<file path="src/wfc_pkg.sv">
// ----------------------------------------------------------------------------
// wfc_pkg
// Types and codes shared by the wall-follow corrector modules.
// ----------------------------------------------------------------------------
package wfc_pkg;

  localparam int DIST_BITS = 8;
  localparam int CFG_IDX_BITS = 3;
  localparam int CFG_DATA_BITS = 8;
  localparam int CORR_BITS = 7;

  typedef logic [DIST_BITS-1:0] dist_t;
  typedef logic [CORR_BITS-1:0] corr_t;

  // Register indexes on the configuration port
  localparam logic [CFG_IDX_BITS-1:0] REG_FAR_LIMIT      = 3'd0;
  localparam logic [CFG_IDX_BITS-1:0] REG_NEAR_LIMIT     = 3'd1;
  localparam logic [CFG_IDX_BITS-1:0] REG_MAX_LIMIT      = 3'd2;
  localparam logic [CFG_IDX_BITS-1:0] REG_MID_DISTANCE   = 3'd3;
  localparam logic [CFG_IDX_BITS-1:0] REG_MAX_CORRECTION = 3'd4;
  localparam logic [CFG_IDX_BITS-1:0] REG_BASE_SPEED_B   = 3'd5;
  localparam logic [CFG_IDX_BITS-1:0] REG_BASE_SPEED_C   = 3'd6;
  localparam logic [CFG_IDX_BITS-1:0] REG_JUMP_THRESHOLD = 3'd7;

  // Reset values of the registers
  localparam logic [7:0]           RST_FAR_LIMIT      = 8'd40;
  localparam logic [7:0]           RST_NEAR_LIMIT     = 8'd20;
  localparam logic [7:0]           RST_MAX_LIMIT      = 8'd80;
  localparam logic [7:0]           RST_MID_DISTANCE   = 8'd30;
  localparam logic [CORR_BITS-1:0] RST_MAX_CORRECTION = 7'd20;
  localparam logic [6:0]           RST_BASE_SPEED_B   = 7'd70;
  localparam logic [6:0]           RST_BASE_SPEED_C   = 7'd70;
  localparam logic [7:0]           RST_JUMP_THRESHOLD = 8'd20;

  // Side of the last correction
  localparam logic [1:0] SIDE_NONE  = 2'd0;
  localparam logic [1:0] SIDE_RIGHT = 2'd1;
  localparam logic [1:0] SIDE_LEFT  = 2'd2;

  // Turn requests
  localparam logic [2:0] TURN_NONE        = 3'd0;
  localparam logic [2:0] TURN_RIGHT       = 3'd1;
  localparam logic [2:0] TURN_LEFT        = 3'd2;
  localparam logic [2:0] TURN_REPOS_LEFT  = 3'd3;
  localparam logic [2:0] TURN_REPOS_RIGHT = 3'd4;

  // Tone requests
  localparam logic [1:0] TONE_NONE = 2'd0;
  localparam logic [1:0] TONE_HIGH = 2'd1;
  localparam logic [1:0] TONE_LOW  = 2'd2;

  typedef struct packed {
    logic [7:0]           far_limit;
    logic [7:0]           near_limit;
    logic [7:0]           max_limit;
    logic [7:0]           mid_distance;
    logic [CORR_BITS-1:0] max_correction;
    logic [6:0]           base_speed_b;
    logic [6:0]           base_speed_c;
    logic [7:0]           jump_threshold;
  } cfg_t;

  typedef struct packed {
    dist_t previous_distance;
    dist_t earlier_distance;
    corr_t correction_b;
    corr_t correction_c;
    logic [1:0] last_side;
  } state_t;

  typedef struct packed {
    dist_t wall_distance;
    logic  bumper_pressed;
    logic  clear_history;
  } in_item_t;

  typedef struct packed {
    logic signed [7:0] speed_b;
    logic signed [7:0] speed_c;
    logic              speed_update;
    logic [2:0]        turn_request;
    logic [1:0]        tone_request;
  } out_item_t;

endpackage

</file>
<file path="src/wfc_cfg_regs.sv">
// ----------------------------------------------------------------------------
// wfc_cfg_regs
// Configuration register file; one register written per handshake.
// ----------------------------------------------------------------------------
module wfc_cfg_regs (
  input  logic                                 clk,
  input  logic                                 rst,
  input  logic                                 wr_en,
  input  logic [wfc_pkg::CFG_IDX_BITS-1:0]     wr_index,
  input  logic [wfc_pkg::CFG_DATA_BITS-1:0]    wr_data,
  output wfc_pkg::cfg_t                        cfg
);

  always_ff @(posedge clk) begin
    if (rst) begin
      cfg.far_limit      <= wfc_pkg::RST_FAR_LIMIT;
      cfg.near_limit     <= wfc_pkg::RST_NEAR_LIMIT;
      cfg.max_limit      <= wfc_pkg::RST_MAX_LIMIT;
      cfg.mid_distance   <= wfc_pkg::RST_MID_DISTANCE;
      cfg.max_correction <= wfc_pkg::RST_MAX_CORRECTION;
      cfg.base_speed_b   <= wfc_pkg::RST_BASE_SPEED_B;
      cfg.base_speed_c   <= wfc_pkg::RST_BASE_SPEED_C;
      cfg.jump_threshold <= wfc_pkg::RST_JUMP_THRESHOLD;
    end else if (wr_en) begin
      // keep only the register's own width
      unique case (wr_index)
        wfc_pkg::REG_FAR_LIMIT:      cfg.far_limit      <= wr_data;
        wfc_pkg::REG_NEAR_LIMIT:     cfg.near_limit     <= wr_data;
        wfc_pkg::REG_MAX_LIMIT:      cfg.max_limit      <= wr_data;
        wfc_pkg::REG_MID_DISTANCE:   cfg.mid_distance   <= wr_data;
        wfc_pkg::REG_MAX_CORRECTION: cfg.max_correction <= wr_data[6:0];
        wfc_pkg::REG_BASE_SPEED_B:   cfg.base_speed_b   <= wr_data[6:0];
        wfc_pkg::REG_BASE_SPEED_C:   cfg.base_speed_c   <= wr_data[6:0];
        wfc_pkg::REG_JUMP_THRESHOLD: cfg.jump_threshold <= wr_data;
        default: ;
      endcase
    end
  end

endmodule

</file>
<file path="src/wfc_tick.sv">
// ----------------------------------------------------------------------------
// wfc_tick
// Combinational decision for one tick: next state and the result word.
// ----------------------------------------------------------------------------
module wfc_tick (
  input  wfc_pkg::cfg_t      cfg,
  input  wfc_pkg::state_t    state,
  input  wfc_pkg::in_item_t  item,
  output wfc_pkg::state_t    state_next,
  output wfc_pkg::out_item_t result
);

  wfc_pkg::dist_t d;
  wfc_pkg::dist_t p;
  wfc_pkg::dist_t e;
  logic signed [wfc_pkg::DIST_BITS:0] rise;
  logic signed [wfc_pkg::DIST_BITS:0] jump;
  logic rise_neg;
  logic in_mid_band;
  logic reentry;
  logic exit_band;
  logic outward;
  logic correct;
  logic inward;
  logic jump_turn;

  // left / right correction candidates
  logic [wfc_pkg::CORR_BITS:0] left_c_wide;
  logic [wfc_pkg::CORR_BITS:0] right_b_wide;
  wfc_pkg::corr_t left_b;
  wfc_pkg::corr_t left_c;
  wfc_pkg::corr_t right_b;
  wfc_pkg::corr_t right_c;
  wfc_pkg::corr_t lim;
  wfc_pkg::corr_t new_b;
  wfc_pkg::corr_t new_c;

  assign d    = item.wall_distance;
  assign p    = state.previous_distance;
  assign e    = state.earlier_distance;
  assign lim  = cfg.max_correction;
  assign rise = $signed({1'b0, d}) - $signed({1'b0, p});
  assign jump = $signed({1'b0, cfg.jump_threshold});
  assign rise_neg = rise[wfc_pkg::DIST_BITS];

  assign in_mid_band = (d < cfg.far_limit) && (d > cfg.near_limit);
  assign reentry   = in_mid_band && (p > cfg.far_limit) && (e > cfg.far_limit);
  assign exit_band = in_mid_band && (p < cfg.near_limit) && (e < cfg.near_limit);
  assign outward   = (d < cfg.near_limit) || ((d < cfg.far_limit) && rise_neg);
  assign correct   = (d > cfg.far_limit) || outward;
  assign inward    = !rise_neg && (rise < jump) && (d < cfg.max_limit);
  assign jump_turn = (rise > jump) || (d >= cfg.max_limit);

  always_comb begin
    left_b      = state.correction_b;
    left_c_wide = {1'b0, state.correction_c};
    if (state.last_side == wfc_pkg::SIDE_RIGHT) begin
      left_b      = '0;
      left_c_wide = '0;
    end else if (state.correction_b != '0) begin
      left_b = state.correction_b - 1'b1;
    end else begin
      left_c_wide = left_c_wide + 1'b1;
    end
    left_c = (left_c_wide > {1'b0, lim}) ? lim : left_c_wide[wfc_pkg::CORR_BITS-1:0];
  end

  always_comb begin
    right_c      = state.correction_c;
    right_b_wide = {1'b0, state.correction_b};
    if (state.last_side == wfc_pkg::SIDE_LEFT) begin
      right_c      = '0;
      right_b_wide = '0;
    end else if (state.correction_c != '0) begin
      right_c = state.correction_c - 1'b1;
    end else begin
      right_b_wide = right_b_wide + 1'b1;
    end
    right_b = (right_b_wide > {1'b0, lim}) ? lim : right_b_wide[wfc_pkg::CORR_BITS-1:0];
  end

  always_comb begin
    state_next = state;
    result     = '0;
    new_b      = state.correction_b;
    new_c      = state.correction_c;
    priority if (item.clear_history) begin
      state_next.previous_distance = cfg.mid_distance;
      state_next.earlier_distance  = cfg.mid_distance;
    end else if (item.bumper_pressed) begin
      result.turn_request = wfc_pkg::TURN_LEFT;
    end else if (reentry) begin
      state_next.correction_b = '0;
      state_next.correction_c = '0;
      result.turn_request     = wfc_pkg::TURN_REPOS_LEFT;
    end else if (exit_band) begin
      state_next.correction_b = '0;
      state_next.correction_c = '0;
      result.turn_request     = wfc_pkg::TURN_REPOS_RIGHT;
    end else if (correct) begin
      state_next.earlier_distance = p;
      priority if (outward) begin
        result.tone_request  = wfc_pkg::TONE_HIGH;
        new_b                = left_b;
        new_c                = left_c;
        state_next.last_side = wfc_pkg::SIDE_LEFT;
      end else if (inward) begin
        result.tone_request  = wfc_pkg::TONE_LOW;
        new_b                = right_b;
        new_c                = right_c;
        state_next.last_side = wfc_pkg::SIDE_RIGHT;
      end else if (jump_turn) begin
        result.turn_request         = wfc_pkg::TURN_RIGHT;
        state_next.earlier_distance = cfg.mid_distance;
      end else begin
        // rise negative or equal to threshold: no nudge
      end
      state_next.correction_b      = new_b;
      state_next.correction_c      = new_c;
      state_next.previous_distance = d;
      result.speed_update          = 1'b1;
      result.speed_b = $signed({1'b0, cfg.base_speed_b}) - $signed({1'b0, new_b});
      result.speed_c = $signed({1'b0, cfg.base_speed_c}) - $signed({1'b0, new_c});
    end else begin
      state_next.correction_b = '0;
      state_next.correction_c = '0;
    end
  end

endmodule

</file>
<file path="src/wall_follow_corrector.sv">
// ----------------------------------------------------------------------------
// wall_follow_corrector
// Wall-following tick logic: distance history, saturating wheel corrections,
// turn and tone requests, one result word per input word.
// ----------------------------------------------------------------------------
//
//  channel | handshake            | payload                        | dir
//  --------+----------------------+--------------------------------+-----
//  in      | in_valid / in_ready  | in_data   (wfc_pkg::in_item_t) | in
//  out     | out_valid / out_ready| out_data  (wfc_pkg::out_item_t)| out
//  cfg     | cfg_valid / cfg_ready| cfg_index, cfg_data            | in
//
//  One word per cycle sustained while out_ready stays high. An accepted word
//  sits in the input register; the tick logic and the state update work on it
//  there and load the result register when the word advances. The state
//  registers feed straight back into the tick logic, which sets the one-cycle
//  rate. Reset (rst, synchronous) reloads the configuration defaults, fills
//  the history with the default mid distance and empties both registers.
//  A stall on out_ready holds the result register; the input register still
//  takes a word while it is empty. cfg_ready is always high.
//
module wall_follow_corrector (
  input  logic                                 clk,
  input  logic                                 rst,
  input  logic                                 in_valid,
  output logic                                 in_ready,
  input  wfc_pkg::in_item_t                    in_data,
  output logic                                 out_valid,
  input  logic                                 out_ready,
  output wfc_pkg::out_item_t                   out_data,
  input  logic                                 cfg_valid,
  output logic                                 cfg_ready,
  input  logic [wfc_pkg::CFG_IDX_BITS-1:0]     cfg_index,
  input  logic [wfc_pkg::CFG_DATA_BITS-1:0]    cfg_data
);

  wfc_pkg::cfg_t      cfg;
  wfc_pkg::state_t    state;
  wfc_pkg::state_t    state_next;
  wfc_pkg::in_item_t  item;
  wfc_pkg::out_item_t result;
  logic               item_valid;
  logic               advance;

  assign cfg_ready = 1'b1;

  wfc_cfg_regs u_cfg (
    .clk      (clk),
    .rst      (rst),
    .wr_en    (cfg_valid && cfg_ready),
    .wr_index (cfg_index),
    .wr_data  (cfg_data),
    .cfg      (cfg)
  );

  wfc_tick u_tick (
    .cfg        (cfg),
    .state      (state),
    .item       (item),
    .state_next (state_next),
    .result     (result)
  );

  // Advance the held word when the result register is free or being drained
  assign advance  = item_valid && (!out_valid || out_ready);
  assign in_ready = !item_valid || advance;

  // Input register
  always_ff @(posedge clk) begin
    if (rst) begin
      item_valid <= 1'b0;
    end else if (in_ready) begin
      item_valid <= in_valid;
    end
  end

  always_ff @(posedge clk) begin
    if (in_valid && in_ready) begin
      item <= in_data;
    end
  end

  // State: update only when the tick commits its result
  always_ff @(posedge clk) begin
    if (rst) begin
      state.previous_distance <= wfc_pkg::RST_MID_DISTANCE;
      state.earlier_distance  <= wfc_pkg::RST_MID_DISTANCE;
      state.correction_b      <= '0;
      state.correction_c      <= '0;
      state.last_side         <= wfc_pkg::SIDE_NONE;
    end else if (advance) begin
      state <= state_next;
    end
  end

  // Result register: hold while stalled, drop valid once taken
  always_ff @(posedge clk) begin
    if (rst) begin
      out_valid <= 1'b0;
    end else if (advance) begin
      out_valid <= 1'b1;
    end else if (out_ready) begin
      out_valid <= 1'b0;
    end
  end

  always_ff @(posedge clk) begin
    if (advance) begin
      out_data <= result;
    end
  end

`ifndef ASSERT_OFF
  a_quiet_after_reset: assert property (@(posedge clk)
    rst |=> !out_valid && !item_valid)
    else $error("pipeline not empty after reset");

  a_item_held: assert property (@(posedge clk) disable iff (rst)
    item_valid && !advance |=> item_valid && $stable(item))
    else $error("stalled input word lost");

  a_idle_speeds: assert property (@(posedge clk) disable iff (rst)
    out_valid && !out_data.speed_update |->
      out_data.speed_b == 8'sd0 && out_data.speed_c == 8'sd0 &&
      out_data.tone_request == wfc_pkg::TONE_NONE)
    else $error("speeds or tone without speed update");

  a_right_turn_silent: assert property (@(posedge clk) disable iff (rst)
    out_valid && out_data.turn_request == wfc_pkg::TURN_RIGHT |->
      out_data.speed_update && out_data.tone_request == wfc_pkg::TONE_NONE)
    else $error("right turn with tone or without speed update");
`endif

endmodule
</file>
<file path="config.mk">
export PLATFORM = sky130hd
export DESIGN_NAME = wall_follow_corrector
export DESIGN_NICKNAME = d
export VERILOG_FILES = /design/src/wfc_pkg.sv /design/src/wfc_cfg_regs.sv /design/src/wfc_tick.sv /design/src/wall_follow_corrector.sv
export SDC_FILE = /design/constraint.sdc
export NUM_CORES = 1
export LEC_CHECK = 0
export BUFFER_PORTS_ARGS = -buffer_cell sky130_fd_sc_hd__buf_2
export CORE_ASPECT_RATIO = 0.8
export CORE_UTILIZATION = 41
export DETAILED_ROUTE_END_ITERATION = 10
export REMOVE_ABC_BUFFERS = 1
export SLEW_MARGIN = 20
export SYNTH_ARGS = -nofsm -noshare
export SYNTH_HDL_FRONTEND = slang
export SYNTH_SLANG_ARGS = --single-unit
</file>
<file path="constraint.sdc">
create_clock -name clk -period 7.6 [get_ports clk]
set_clock_uncertainty 0.2 [all_clocks]
set_input_delay 0.38 -clock clk [delete_from_list [all_inputs] [get_ports clk]]
set_output_delay 0.38 -clock clk [all_outputs]
set_load 0.1 [all_outputs]
</file>
==> results_dict.tcl, run 1 <==
set metrics [dict create \
    fp.dieArea_mm2 0.0212 \
    ys_warn_count 0 \
    ios 51 \
    dp_hpwl_mm 17.7 \
    synth_fa_ha_area_frac 0.159 \
    outcome "finished clean" \
    setup_viol 0 \
    floorplan.rows 46 \
    postCtsSetupBuffers 0 \
    grt_usage 0.236 \
    cts_resized 0 \
    tritoncts "done" \
    fmax_mhz 163 \
    via_per_inst 5.59 \
    wl_met1_mm 12.8 \
    synth_edf_count 32 \
    r2r_end "out_data[12]" \
    route.met3.wl_mm 1.82 \
    worstPathMaxFanout 9 \
    design_area_mm2 0.00953 \
    grt_pass1_wl_mm 37.9 \
    synthMuxAreaShare 0.0495 \
    maxSlewHeadroom 0.175 \
    worstSetupEndpoint "out_data[12]" \
    wirelength_mm 24.0 \
    syn2layout_area_growth_pct 12.6 \
    cp-start-kind "flip-flop" \
    p_per_area_mw_per_mm2 203 \
    yosysTopAreaCell "dfxtp_1" \
    wl_met2_mm 9.26 \
    ant_nets 0 \
    num_antenna_cells 0 \
    top_layer_used "met4" \
    reg2regPathDepth 22 \
    hold_violations 0 \
    drv_cap 0 \
    setup_tns_ps 0 \
    avgSynthCellArea_um2 8.68 \
    worstMarginPinSlew_ps 1230 \
    synth.distinct_cells 71 \
    synth-compound-area-share 0.185 \
    clock_sinks 127 \
    drc 0 \
    ctsLongestPathBuffers 2 \
    end_kind "flip-flop" \
    synth-seq-cells 127 \
    synth_flop_cell "dfxtp_1" \
    wl_per_cell_um 18.7 \
    initial_utilization 0.423 \
    io_buffer_count 49 \
    worst-setup-path-type "flip-flop to flip-flop" \
    synth-simple-area-share 0.184 \
    min_period_ps 6140 \
    hold_class "input port to flip-flop" \
    rsz0062_at_grt "no" \
    place.gp.congestion 0.897 \
    dpl_cell_area_mm2 0.00886 \
    cts_buffers 17 \
    power_mw 1.93 \
    maxSlewViolCount 0 \
    die_w_um 163 \
    cts-htree-levels 4 \
    netlist_area_mm2 0.00847 \
    clk_latency_ps 420 \
    worstSetupStartpoint "state[9]" \
    fin_crit_sh 0.808 \
    synth.area.top_cells "dfxtp_1, ha_1, edfxtp_1" \
    drt_iter0_drc 702 \
    ir_drop_mv 0.141 \
    final_nets 1143 \
    first_global_vias 6641 \
    seq_area_frac_synth 0.338 \
    core_mm2 0.0200 \
    synth_top_family_by_area "compound AO/OA/AOI/OAI gates" \
    synth-xor-area-share 0.0269 \
    async_flop_share 0 \
    layout_commonest_cell "nand2_1" \
    grt_max_degree 99 \
    timing.reg2reg.setup_slack_ps 1460 \
    cts-root-buf "clkbuf_16" \
    reg2reg_from "state[9]" \
    netlist.area_leader.share 0.225 \
    cp.required_ps 7560 \
    die_y_um 131 \
    overflow 0 \
    dr_total_vias 7197 \
    first_pass_iters 5 \
    antenna_found_initial 0 \
    p_leak_nw 4.07 \
    drive_gt1_frac 0.0986 \
    path_clk_slew_ps 60 \
    final_cell_mix "nand2_1, ha_1, nor2_1, dfxtp_1, a21oi_1" \
    cp_data_arrival_time_ps 6100 \
    cts_hold_buf 11 \
    netlist_instances 975 \
]
==> metal layers <==
layer / global-route usage / vias up
met5: 0 / -
li1: - / 3558
met3: 0.0483 / 13
met2: 0.320 / 266
met1: 0.375 / 3360
met4: 0.0500 / 0
==> cell families (layout without fill, tap and decap cells) <==
| family | count (synthesis) | in the layout |
|---|---|---|
| flops | 127 | 127 |
| buf+inv | 118 | 167 |
| mux | 41 | 41 |
| simple gates | 325 | 325 |
| other cells | 1 | 1 |
| fa+ha+maj | 106 | 106 |
| compound gates | 231 | 231 |
| xor+xnor | 26 | 26 |
==> how the worst min path moves through the flow <==
stage | start | end | slack [ps] | depth (start not counted)
floorplan | u_cfg.cfg[1] | u_cfg.cfg[1] | 230 | 2
global placement | u_cfg.cfg[5] | u_cfg.cfg[5] | 240 | 2
detailed placement | u_cfg.cfg[50] | u_cfg.cfg[50] | 250 | 2
CTS | cfg_data[7] | u_cfg.cfg[60] | 50 | 3
global route | cfg_data[7] | u_cfg.cfg[60] | 50 | 3
finish | cfg_data[7] | u_cfg.cfg[60] | 60 | 3
==> synthesized netlist by cell type, types with 14 or more instances <==
library cell and n:
a211o_1 15, a21o_1 28, a21oi_1 73, clkbuf_1 30, dfxtp_1 95, edfxtp_1 32
ha_1 103, inv_1 68, mux2i_1 37, nand2_1 110, nand2b_1 17, nand3_1 17
nand4_1 18, nor2_1 100, nor2b_1 14, o21ai_0 20, xnor2_1 18
==> registers in the layout, indices dropped and copies added (netlist names) <==
register    flops
out_valid       1
state          32
item           10
out_data       22
item_valid      1
u_cfg.cfg      61
==> layout make-up <==
class / instances / area [µm²]
fillers: 1966 / 10500
multi-input cells: 730 / 5130
flip-flops and latches: 127 / 2860
clock buffers: 17 / 425
repair buffers: 65 / 393
well taps: 264 / 330
inverters: 70 / 263
clock inverters: 15 / 133
==> worst max-delay path, stage by stage (launching register included) <==
cell and delay [ps]:
dfxtp_1 390, inv_1 90, ha_1 180, or3b_1 460, or4_1 630, o311ai_0 370, o41ai_1 160, ha_1 320
nand4_1 140, o21ai_0 370, o41ai_4 150, a21oi_2 420, mux2i_1 180, a21oi_1 240, ha_1 180, inv_1 60
fa_1 410, a21o_1 170, a21o_1 190, a21o_1 170, a21oi_1 160, xor2_1 170, nor2_1 50
==> metrics by stage <==
| step | setup slack [ps] | utilization | hold WS (ps) | std cells |
|---|---|---|---|---|
| 3_5_place_dp | 1520 | 0.443 | 247 | 1245 |
| 5_1_grt | 1120 | 0.476 | 54.8 | 1288 |
| 2_1_floorplan | 1680 | - | 230 | 927 |
| 4_1_cts | 1480 | 0.476 | 51.4 | 1288 |
| 3_3_place_gp | 1640 | 0.443 | 242 | 1245 |
| 6_report | 1460 | 0.476 | 64.3 | 1288 |
==> report_power, final <==
group	total (mW)	internal [mW]	switching, mW	leakage (nW)
sequential	0.747	0.721	0.0261	1.08
combinational	0.402	0.148	0.253	2.71
clock	0.783	0.454	0.329	0.278
(Power assumes the default switching activity.)
==> run 2: changes to the inputs <==
Clock period 7.6 ns to 5.2 ns, I/O delays scaled along.
==> results_dict.tcl, run 2 (synthesis results as in run 1) <==
set metrics [dict create \
    whs_ps 38.2 \
    maxSlewHeadroom 0.268 \
    ant_nets 0 \
    layout_setup_ws_ps -187 \
    layout_commonest_cell "nand2_1" \
    worstPathMaxFanout 5 \
    switching_share 0.317 \
    first_global_vias 7056 \
    tritoncts "done" \
    grt_pass1_wl_mm 40.2 \
    rsz0062_at_grt "yes" \
    setup_tns_ps -752 \
    setup_viol 7 \
    end_kind "flip-flop" \
    hold_class "input port to flip-flop" \
    p_comb_frac 0.242 \
    seqPwrFrac 0.353 \
    cp_data_arrival_time_ps 5340 \
    p_per_area_mw_per_mm2 289 \
    crit_slowest_cell "fa_1" \
    final-instance-count-excl-fill 1379 \
    regMostFlops "u_cfg.cfg" \
    fmax_mhz 186 \
    cts-root-buf "clkbuf_16" \
    fin_util 0.528 \
    grt_max_degree 57 \
    maxSlewViolCount 0 \
    wirelength_mm 26.0 \
    drc 0 \
    initial_utilization 0.423 \
    grt_usage 0.252 \
    place.gp.congestion 0.929 \
    overflow 0 \
    drv_cap 0 \
    clk_latency_ps 430 \
    syn2layout_area_growth_pct 24.9 \
    dp_hpwl_mm 18.9 \
    dr_total_vias 7673 \
    wl_per_cell_um 18.8 \
    ios 51 \
    path_clk_slew_ps 70 \
    cp-start-kind "flip-flop" \
    final_cell_mix "nand2_1, nor2_1, ha_1, dfxtp_1, buf_4" \
    p_leak_nw 4.58 \
    outcome "complete, but fails checks" \
    cp.required_ps 5160 \
    cts-htree-levels 4 \
    antenna_found_initial 0 \
    clock_sinks 127 \
    core_mm2 0.0200 \
    worst-setup-path-type "flip-flop to flip-flop" \
    internal-power_mw 2.09 \
    ctsLongestPathBuffers 2 \
    min_period_ps 5390 \
    io_buffer_count 49 \
    hold_violations 0 \
    first_pass_iters 6 \
    largest_reg_flops 61 \
    ir_drop_mv 0.216 \
    fp.dieArea_mm2 0.0212 \
    num_antenna_cells 0 \
    die_y_um 131 \
    design_area_mm2 0.0106 \
    via_per_inst 5.56 \
    final_nets 1234 \
    reg.largest.list "u_cfg.cfg x61, state x32, out_data x22" \
    p_clk_frac 0.405 \
    violations "setup timing" \
    cp_slowest_stage_delay_ps 490 \
    drt_iter0_drc 692 \
    floorplan.rows 46 \
    worstMarginPinSlew_ps 1100 \
    fin_crit_sh 1.04 \
    dpl_cell_area_mm2 0.00941 \
    cts_buffers 17 \
    die_w_um 163 \
    switchingPower_mw 0.971 \
    drive_gt1_frac 0.214 \
    post-place-cells 1317 \
]
run 2: cell types whose count changed in the layout (fill, tap and decap cells not counted), sizes merged:
cell         change
inv              +2
bufinv           +1
clkinv           -6
clkinvlp         +3
dlygate4sd3      +3
buf             +88
run 2: final timing paths:
kind	startpoint	endpoint	slack, ps	cells past startpoint
setup / recovery	item[2]	out_data[12]	-190	28
hold / removal	cfg_data[6]	u_cfg.cfg[35]	40	3
setup reg to reg	item[2]	out_data[12]	-190	28
hold reg to reg	u_cfg.cfg[50]	u_cfg.cfg[50]	260	2
run 2: metal layers:
layer	wire, µm	up-vias	GRT usage	share of wire
met3	2360	23	0.0385	0.091
li1	-	3740	-	-
met5	0	-	0	0
met2	10200	328	0.352	0.39
met1	13100	3582	0.396	0.50
met4	299	0	0.0599	0.012
run 2: power groups by stage:
stage | Sequential, mW | Combinational [mW] | Clock [mW]
6_report | 1.08 | 0.740 | 1.24
2_1_floorplan | 1.16 | 0.356 | 0
3_3_place_gp | 1.10 | 0.643 | 0
3_5_place_dp | 1.10 | 0.650 | 0
4_1_cts | 1.08 | 0.687 | 1.25
5_1_grt | 1.08 | 0.805 | 1.30
run 2: cell type report:
class	instances	area, µm²
clock buffers	17	425
clock inverters	15	175
fillers	1845	9450
inverters	70	263
multi-input cells	730	5410
flip-flops and latches	127	2860
well taps	264	330
repair buffers	156	1110
run 2: critical path, delay by kind of cell, from the launching register on:
| kind | cells | cell delay [ps] |
|---|---|---|
| adders and majority gates | 5 | 1460 |
| xor gates and xnor gates | 1 | 160 |
| AOI/OAI and AO/OA | 12 | 1920 |
| DFF | 1 | 360 |
| and+or+nand+nor | 6 | 600 |
| buffers and inverters | 4 | 420 |
run 2: through the flow:
step,setup WS (ps),power [mW]
detailed placement,-434,1.75
floorplan,-723,1.52
global route,-456,3.19
CTS,-148,3.02
finish,-187,3.06
global placement,-283,1.74
run 2: repair_timing:
action	4_1_cts	5_1_grt
setup endpoints to repair	9	14
endpoints found under the hold margin	17	0
buffers inserted	6	12
resized for setup	27	43
hold buffers	14	0
pin swaps	20	32
==> run 3: changes to the inputs <==
Settings changed: SETUP_SLACK_MARGIN set to 0.3, SYNTH_HIERARCHICAL set to 1.
==> results_dict.tcl, run 3 <==
set metrics [dict create \
    outcome "complete, but fails checks" \
    violations "setup timing" \
    p_comb_frac 0.224 \
    cp_slowest_stage_delay_ps 510 \
    antenna_found_initial 0 \
    yosysTopAreaCell "dfxtp_1" \
    ctsLongestPathBuffers 2 \
    syn2layout_area_growth_pct 21.6 \
    dpl_cell_area_mm2 0.0103 \
    fmax_mhz 178 \
    seq_area_frac_synth 0.306 \
    cp.required_ps 5180 \
    final-instance-count-excl-fill 1479 \
    synth_common_cells "mux2i_1, nor2_1, nand2b_1" \
    place.gp.congestion 0.922 \
    cts_buffers 17 \
    fin_crit_sh 1.08 \
    io_buffer_count 49 \
    maxSlewViolCount 0 \
    cpMostUsedCell "o21a_1" \
    drt_iter0_drc 619 \
    worst-setup-path-type "flip-flop to flip-flop" \
    clk_latency_ps 430 \
    maxSlewHeadroom 0.295 \
    grt_pass1_wl_mm 41.9 \
    drive_gt1_frac 0.207 \
    final_cell_mix "mux2i_1, nor2_1, nand2b_1, ha_1, dfxtp_1" \
    drc 0 \
    drv_cap 0 \
    synth_edf_count 32 \
    synth_most_common_cell "mux2i_1" \
    design_area_mm2 0.0114 \
    hold_class "input port to flip-flop" \
    reg.largest.list "u_cfg/cfg x61, state x32, out_data x22" \
    cts-root-buf "clkbuf_16" \
    cp_data_arrival_time_ps 5600 \
    post-place-cells 1416 \
    netlist_area_mm2 0.00937 \
    dp_hpwl_mm 19.7 \
    synth.distinct_cells 77 \
    die_w_um 171 \
    floorplan.rows 49 \
    internal-power_mw 1.96 \
    ir_drop_mv 0.187 \
    netlist_instances 1029 \
    async_flop_share 0 \
    netlist.area_leader.share 0.203 \
    path_clk_slew_ps 70 \
    wl_per_cell_um 18.5 \
    first_pass_iters 5 \
    clock_sinks 127 \
    initial_utilization 0.418 \
    die_y_um 137 \
    end_kind "flip-flop" \
    worstMarginPinSlew_ps 1060 \
    cp_top_family "compound AO/OA/AOI/OAI gates" \
    wirelength_mm 27.3 \
    switching_share 0.315 \
    ant_nets 0 \
    dr_total_vias 7969 \
    cp-start-kind "flip-flop" \
    setup_viol 10 \
    final_nets 1292 \
    ys_warn_count 6 \
    largest_reg_flops 61 \
    cts-htree-levels 4 \
    place_ws_ps -475 \
    grt_max_degree 83 \
    synth.area.top_cells "dfxtp_1, ha_1, mux2i_1" \
    worstPathMaxFanout 4 \
    avgSynthCellArea_um2 9.11 \
    switchingPower_mw 0.900 \
    hold_violations 0 \
    overflow 0 \
    min_period_ps 5620 \
    core_mm2 0.0224 \
    critPathBufInv 4 \
    synth-seq-cells 127 \
    synth_flop_cell "dfxtp_1" \
    via_per_inst 5.39 \
    layout_commonest_cell "mux2i_1" \
    first_global_vias 7282 \
    rsz0062_at_grt "yes" \
    crit_slowest_cell "fa_1" \
    regMostFlops "u_cfg/cfg" \
    fp.dieArea_mm2 0.0235 \
    p_clk_frac 0.403 \
    p_per_area_mw_per_mm2 251 \
    p_leak_nw 5.04 \
    seqPwrFrac 0.373 \
    grt_usage 0.239 \
    layout_setup_ws_ps -419 \
    num_antenna_cells 0 \
    tritoncts "done" \
    ios 51 \
]
## run 3: changes by cell type after synthesis, sizes merged, moves of 9 or more
cell	change
a211o	-14
nand2b	+89
clkbuf	-9
a21oi	-34
buf	+16
o22ai	+15
mux2i	+76
nand2	-68
## run 3: power by group through the flow
stage	Combinational, mW	Sequential (mW)	Clock, mW
floorplan	0.308	1.15	0
global placement	0.558	1.09	0
detailed placement	0.562	1.09	0
CTS	0.608	1.07	1.17
global route	0.690	1.07	1.22
finish	0.641	1.07	1.15
## run 3: path summary, 6_finish.rpt
check                      from  slack, ps            end  cells past startpoint
hold / removal      cfg_data[6]         60  u_cfg/cfg[14]                      3
setup / recovery        item[2]       -420   out_data[12]                     29
hold reg to reg   u_cfg/cfg[52]        280  u_cfg/cfg[52]                      2
setup reg to reg        item[2]       -420   out_data[12]                     29
## run 3: cell type report
cell class,count,area (µm²)
fillers,2137,11000
multi-input cells,782,6140
flip-flops and latches,127,2860
repair buffers,167,1210
clock buffers,19,454
well taps,306,383
inverters,65,244
clock inverters,13,100
## run 3: routing by layer
layer,vias to the layer above,routed length [µm],GRT usage
met5,-,0,0
met4,0,257,0.0506
met3,21,1870,0.0506
met2,230,11000,0.333
met1,3833,14200,0.370
li1,3885,-,-
## run 3: logic make-up (layout without fill, tap and decap cells)
family | after synthesis | in the layout | share of synthesized area
DFF | 127 | 127 | 0.306
muxes | 118 | 118 | 0.127
adders and majority gates | 106 | 106 | 0.144
xor gates and xnor gates | 28 | 28 | 0.0262
other | 1 | 1 | 0.000400
AOI/OAI and AO/OA | 178 | 178 | 0.130
buffers and inverters | 120 | 264 | 0.0622
and+or+nand+nor | 351 | 351 | 0.205
## run 3: through the flow
stage / setup TNS (ps) / power, mW / hold slack, ps / util
floorplan: -999 / 1.46 / 129 / -
global placement: -2050 / 1.65 / 237 / 0.460
detailed placement: -2850 / 1.65 / 238 / 0.460
CTS: -2230 / 2.85 / 50.6 / 0.502
global route: -5260 / 2.98 / 81.8 / 0.508
finish: -2710 / 2.86 / 61.7 / 0.508
## run 3: timing repair
item                       4_1_cts  5_1_grt
resized for setup               32       19
buffers inserted                10        4
pin swaps                       20       30
hold buffers                    17        0
setup endpoints to repair       14       17
hold endpoints to repair        21        0
## run 3: worst register-to-register path, delay by kind of cell, from the launching register on
| family | cells | cell delay, ps |
|---|---|---|
| DFF | 1 | 370 |
| AOI/OAI and AO/OA | 11 | 1830 |
| adders and majority gates | 6 | 1630 |
| muxes | 2 | 450 |
| and+or+nand+nor | 5 | 450 |
| buffers and inverters | 4 | 320 |
| xor gates and xnor gates | 1 | 150 |
